[src/small_matrix_inverse_core_macros.svh]
// ----------------------------------------------------------------------------
// Assertion macros for the small matrix inverse core
// Shared concurrent assertion forms, clocked on the rising edge and disabled
// during reset.
// ----------------------------------------------------------------------------
`ifndef SMALL_MATRIX_INVERSE_CORE_MACROS_SVH
`define SMALL_MATRIX_INVERSE_CORE_MACROS_SVH

// Same-cycle implication.
`define SMI_ASSERT_SAME(lbl, clk, rst_n, ante, cons, msg) \
    lbl: assert property (@(posedge clk) disable iff (!rst_n) (ante) |-> (cons)) \
        else $error(msg);

// Next-cycle implication.
`define SMI_ASSERT_NEXT(lbl, clk, rst_n, ante, cons, msg) \
    lbl: assert property (@(posedge clk) disable iff (!rst_n) (ante) |=> (cons)) \
        else $error(msg);

`endif

[src/smi_pkg.sv]
// ----------------------------------------------------------------------------
// Small matrix inverse package
// Widths, codes and the divider stage record shared by the core modules.
// ----------------------------------------------------------------------------
`default_nettype none

package smi_pkg;

    localparam int IN_W   = 16;
    localparam int OUT_W  = 32;
    localparam int PROD_W = 32;
    localparam int ADJ_W  = 33;
    localparam int DET_W  = 49;
    localparam int DEN_W  = 48;
    localparam int REM_W  = 48;
    localparam int NUM_W  = 32;
    localparam int QBITS  = 32;
    localparam int NLANES = 9;
    localparam int DIM_W  = 2;

    localparam logic [DIM_W-1:0] DIM_2X2 = 2'd2;
    localparam logic [DIM_W-1:0] DIM_3X3 = 2'd3;

    typedef struct packed {
        logic                          valid;
        logic                          singular;
        logic [DEN_W-1:0]              den;
        logic [NLANES-1:0]             neg;
        logic [NLANES-1:0]             ovf;
        logic [NLANES-1:0][REM_W-1:0]  rem;
        logic [NLANES-1:0][QBITS-1:0]  quo;
    } t_div_st;

endpackage

`default_nettype wire

[src/smi_div_cell.sv]
// ----------------------------------------------------------------------------
// Divider cell
// One restoring step for all nine lanes: develops one quotient bit per lane
// against the shared determinant magnitude and hands the record on.
// ----------------------------------------------------------------------------
`default_nettype none

module smi_div_cell
    import smi_pkg::*;
(
    input  wire logic    i_clk,
    input  wire logic    i_rst_n,
    input  wire logic    i_en,
    input  wire t_div_st i_st,
    output t_div_st      o_st
);

    t_div_st          r_st;
    t_div_st          n_st;
    logic [REM_W:0]   n_try;
    logic [REM_W:0]   n_diff;
    logic             n_ge;

    always_comb begin
        n_st = i_st;
        for (int k = 0; k < NLANES; k++) begin
            n_try  = {i_st.rem[k], i_st.quo[k][QBITS-1]};
            n_diff = n_try - {1'b0, i_st.den};
            n_ge   = (n_try >= {1'b0, i_st.den});
            n_st.rem[k] = n_ge ? n_diff[REM_W-1:0] : n_try[REM_W-1:0];
            n_st.quo[k] = {i_st.quo[k][QBITS-2:0], n_ge};
        end
    end

    always_ff @(posedge i_clk) begin
        if (!i_rst_n) begin
            r_st.valid <= 1'b0;
        end else if (i_en) begin
            r_st.valid <= n_st.valid;
        end
    end

    always_ff @(posedge i_clk) begin
        if (i_en) begin
            r_st.singular <= n_st.singular;
            r_st.den      <= n_st.den;
            r_st.neg      <= n_st.neg;
            r_st.ovf      <= n_st.ovf;
            r_st.rem      <= n_st.rem;
            r_st.quo      <= n_st.quo;
        end
    end

    assign o_st = r_st;

endmodule

`default_nettype wire

[config.mk]
export PLATFORM = sky130hd
export DESIGN_NAME = smi_div_cell
export DESIGN_NICKNAME = d
export VERILOG_FILES = /design/src/small_matrix_inverse_core_macros.svh /design/src/smi_pkg.sv /design/src/smi_div_cell.sv
export SDC_FILE = /design/constraint.sdc
export NUM_CORES = 2
export LEC_CHECK = 0
export BUFFER_PORTS_ARGS = -buffer_cell sky130_fd_sc_hd__buf_2
export CAP_MARGIN = 10
export CORE_AREA = 10 10 611 613
export CTS_BUF_LIST = sky130_fd_sc_hd__clkbuf_8
export CTS_CLUSTER_SIZE = 30
export DETAILED_ROUTE_END_ITERATION = 6
export DIE_AREA = 0 0 621 623
export GPL_TIMING_DRIVEN = 0
export HOLD_SLACK_MARGIN = 0.1
export SKIP_LAST_GASP = 1
export SYNTH_ARGS = -nofsm -noshare
export SYNTH_HDL_FRONTEND = slang
export SYNTH_SLANG_ARGS = --single-unit
[constraint.sdc]
create_clock -name i_clk -period 3.9 [get_ports i_clk]
set_clock_uncertainty 0.1 [all_clocks]
set_input_delay 0.195 -clock i_clk [delete_from_list [all_inputs] [get_ports i_clk]]
set_output_delay 0.195 -clock i_clk [all_outputs]
set_load 0.05 [all_outputs]
==> flow_metrics.py <==
metrics = {
    "grt": {
        "grt_overflow_total": 0,
        "grt_use_total_pct": 20.2,
        "grt_pass1_wl_um": 535000,
        "grt_pass1_vias": 58100,
        "antenna_found_initial": 199,
        "grt_max_degree": 119,
    },
    "run": {
        "maxCapViolCount": 0,
    },
    "synth": {
        "synth_area_um2": 51800,
        "synth_cells": 5072,
        "synth_area_leaders": "edfxtp_1 46%, ha_1 10%, a21oi_1 4.4%",
        "yosysSeqAreaShare_pct": 45.7,
        "synth-edff-count": 787,
        "synth_top_area_share_pct": 45.6,
        "ys_warn_count": 0,
        "synth_area_leader_cell": "edfxtp_1",
        "synth_nets": 6304,
        "ys_ff_latch": 788,
        "async_flop_share_pct": 0,
        "ys.flop_type": "edfxtp_1",
        "synth_cell_types": 101,
        "syn_avg_cell_area_um2": 10.2,
    },
    "sta": {
        "fmax_mhz": 252,
        "hold_violations": 0,
        "drv_slew": 0,
        "period_minus_slack_ns": 3.97,
        "tightest_slew_ns": 1.22,
        "slew_headroom_pct": 18.1,
        "period_share_pct": 102,
        "fin_ws_ns": -0.0713,
        "rsz0062_at_grt": "yes",
        "setup_violations": 13,
        "setup_tns_ns": -0.382,
    },
    "worst_hold_path": {
        "worstHoldPathType": "in2reg",
        "holdPathStages": 5,
        "hold_end": "o_st[450]",
        "hold_start": "i_st[756]",
    },
    "die": {
        "fp.dieH_um": 623,
        "die-area_um2": 387000,
        "fp.dieW_um": 621,
        "io_pins": 1579,
        "start_util_pct": 14.3,
        "core_um2": 361000,
        "rows": 221,
    },
    "route": {
        "via_per_inst": 4.38,
        "wl_per_cell_um": 30.5,
        "wirelength_um": 415000,
        "dr_total_vias": 59500,
        "drt-initial-drc-count": 5915,
        "ant_nets": 0,
        "drc": 2,
        "drt_pass1_iterations": 7,
    },
    "finish": {
        "mostFrequentLayoutCell": "dlygate4sd3_1",
        "final_cell_mix": "1612 x dlygate4sd3_1, 1591 x buf_2, 787 x edfxtp_1",
        "fillers": 38700,
        "fin_cells": 13600,
        "largest_reg_flops": 788,
        "finalInstanceArea_um2": 87400,
        "drive_gt1_share_pct": 25.0,
        "syn_to_final_growth_pct": 68.8,
        "finalNetCount": 9738,
    },
    "placement": {
        "portBuffers": 1578,
        "place_area_um2": 66900,
        "placed_cells": 11500,
        "post-dp-hpwl_um": 336000,
        "place_ws_ns": -3.21,
        "finalWeightedCongestion": 0.957,
    },
    "worst_setup_path": {
        "reg2reg_depth": 3,
        "worst-path-max-fanout": 10,
        "critical_path_required_ns": 4.49,
        "r2r_setup_slack_ns": 2.57,
        "timing.rr.start": "o_st[787]",
        "path_class": "in2reg",
        "cp-end-kind": "flop",
        "crit_arrival_ns": 4.56,
        "r2r-end": "o_st[787]",
        "start_kind": "primary input",
    },
    "cts": {
        "clk_pin_slew_ns": 0.06,
        "clockBufferDepth": 4,
        "cts_tree": "done",
        "clock_latency_ns": 0.91,
        "cts-buffers-inserted": 171,
        "cts.sink_count": 788,
        "cts_root_buf": "clkbuf_8",
        "htree_levels": 4,
    },
    "pwr": {
        "ir_worst_vdd_uv": 247,
        "p_total_w": 0.0353,
        "p_leak_nw": 36.5,
        "power.density_nw_per_um2": 404,
    },
    "run_status": {
        "violations": "design-rule violations, negative setup slack",
        "outcome": "complete, but fails checks",
    },
}
==> area by class of cell <==
class / count / area [µm²] / share of cell area, %
multi-input combinational: 3938 / 27100 / 31.0
timing repair buffer: 3263 / 25400 / 29.1
sequential: 788 / 23700 / 27.1
tap: 4794 / 6000 / 6.86
clock buffer: 173 / 2380 / 2.72
clock inverter: 132 / 950 / 1.09
buffer: 182 / 853 / 0.976
inverter: 162 / 646 / 0.739
antenna: 164 / 410 / 0.470
==> metrics by stage <==
stage,util (%),hold WS (ns)
floorplan,-,0.194
global placement,18.2,0.272
detailed placement,18.5,0.273
CTS,24.0,-0.683
global route,24.2,0.111
finish,24.2,0.191
==> power by group <==
group / internal (W) / switching [W] / leakage (nW)
logic: 0.00445 / 0.0100 / 27.0
registers: 0.0107 / 0.000452 / 7.71
clock network: 0.00497 / 0.00479 / 1.87
total: 0.0201 / 0.0152 / 36.5
==> routing by layer <==
| layer | global-route usage [%] | share of wire (%) | vias up |
|---|---|---|---|
| met4 | 16.0 | 10 | 48 |
| met1 | 21.2 | 34 | 28400 |
| met5 | 0 | 0.076 | - |
| met3 | 6.11 | 9.5 | 1130 |
| li1 | - | - | 26200 |
| met2 | 33.8 | 46 | 3758 |
==> kinds of logic (layout without fill, tap and decap cells) <==
family	after synthesis	count (layout)	share of synthesized area (%)
AOI/OAI and AO/OA	1633	1633	19.9
xor gates and xnor gates	371	371	6.28
adders and majority gates	441	441	10.8
buffers and inverters	346	3912	2.64
DFF	788	788	45.7
muxes	106	106	2.28
other	0	164	0
and+or+nand+nor	1387	1387	12.5
==> synthesized netlist by cell type, types with 9 or more instances <==
cell type  count
a2111oi_0     10
a211o_1       19
a211oi_1      53
a21boi_0      13
a21o_1       263
a21oi_1      459
a221o_1       15
a221oi_1      14
a311oi_1       9
a31oi_1       42
a41oi_1       15
and2_1        33
and3_1        45
and4_1        13
buf_1         11
buf_2         23
buf_4          9
clkbuf_1     140
edfxtp_1     787
fa_1           9
ha_1         432
inv_1        159
mux2_1        10
mux2_2        83
mux2i_1       12
nand2_1      538
nand2b_1      60
nand3_1       77
nand4_1       84
nor2_1       321
nor2b_1       69
nor3_1        62
nor4_1        30
o211ai_1      19
o21a_1        37
o21ai_0      434
o21ai_1       23
o21bai_1      64
o31ai_1       40
o41ai_1       12
or2_2         11
or3_1         12
xnor2_1      204
xor2_1       167
==> what timing repair did <==
item,4_1_cts,5_1_grt
pin swaps,2,2
hold buffers,1610,3
setup buffers,7,4
gates resized for setup,43,118
hold endpoints to repair,1185,1
setup endpoints to repair,218,266
==> worst max path at each step <==
stage | slack [ns] | startpoint | to
2_1_floorplan | 0.40 | i_st[744] | o_st[538]
3_3_place_gp | -12.12 | i_en | o_st[787]
3_5_place_dp | -3.21 | i_st[756] | o_st[288]
4_1_cts | -0.02 | i_st[436] | o_st[470]
5_1_grt | -0.10 | i_st[643] | o_st[640]
6_report | -0.07 | i_st[643] | o_st[641]
==> critical path: stages <==
cell and delay (ns):
buf_2 0.10, dlygate4sd3_1 0.64, ha_1 0.31, buf_2 0.19
and3_1 0.20, and4_4 0.20, a221oi_2 0.21, o21ai_1 0.16
o31ai_4 0.40, buf_4 0.18, o21ai_2 0.10, a21oi_4 0.21
o31ai_2 0.09, clkbuf_2 0.31, buf_1 0.38, a21oi_1 0.67
No activity file was read; power rests on OpenSTA's default activity.
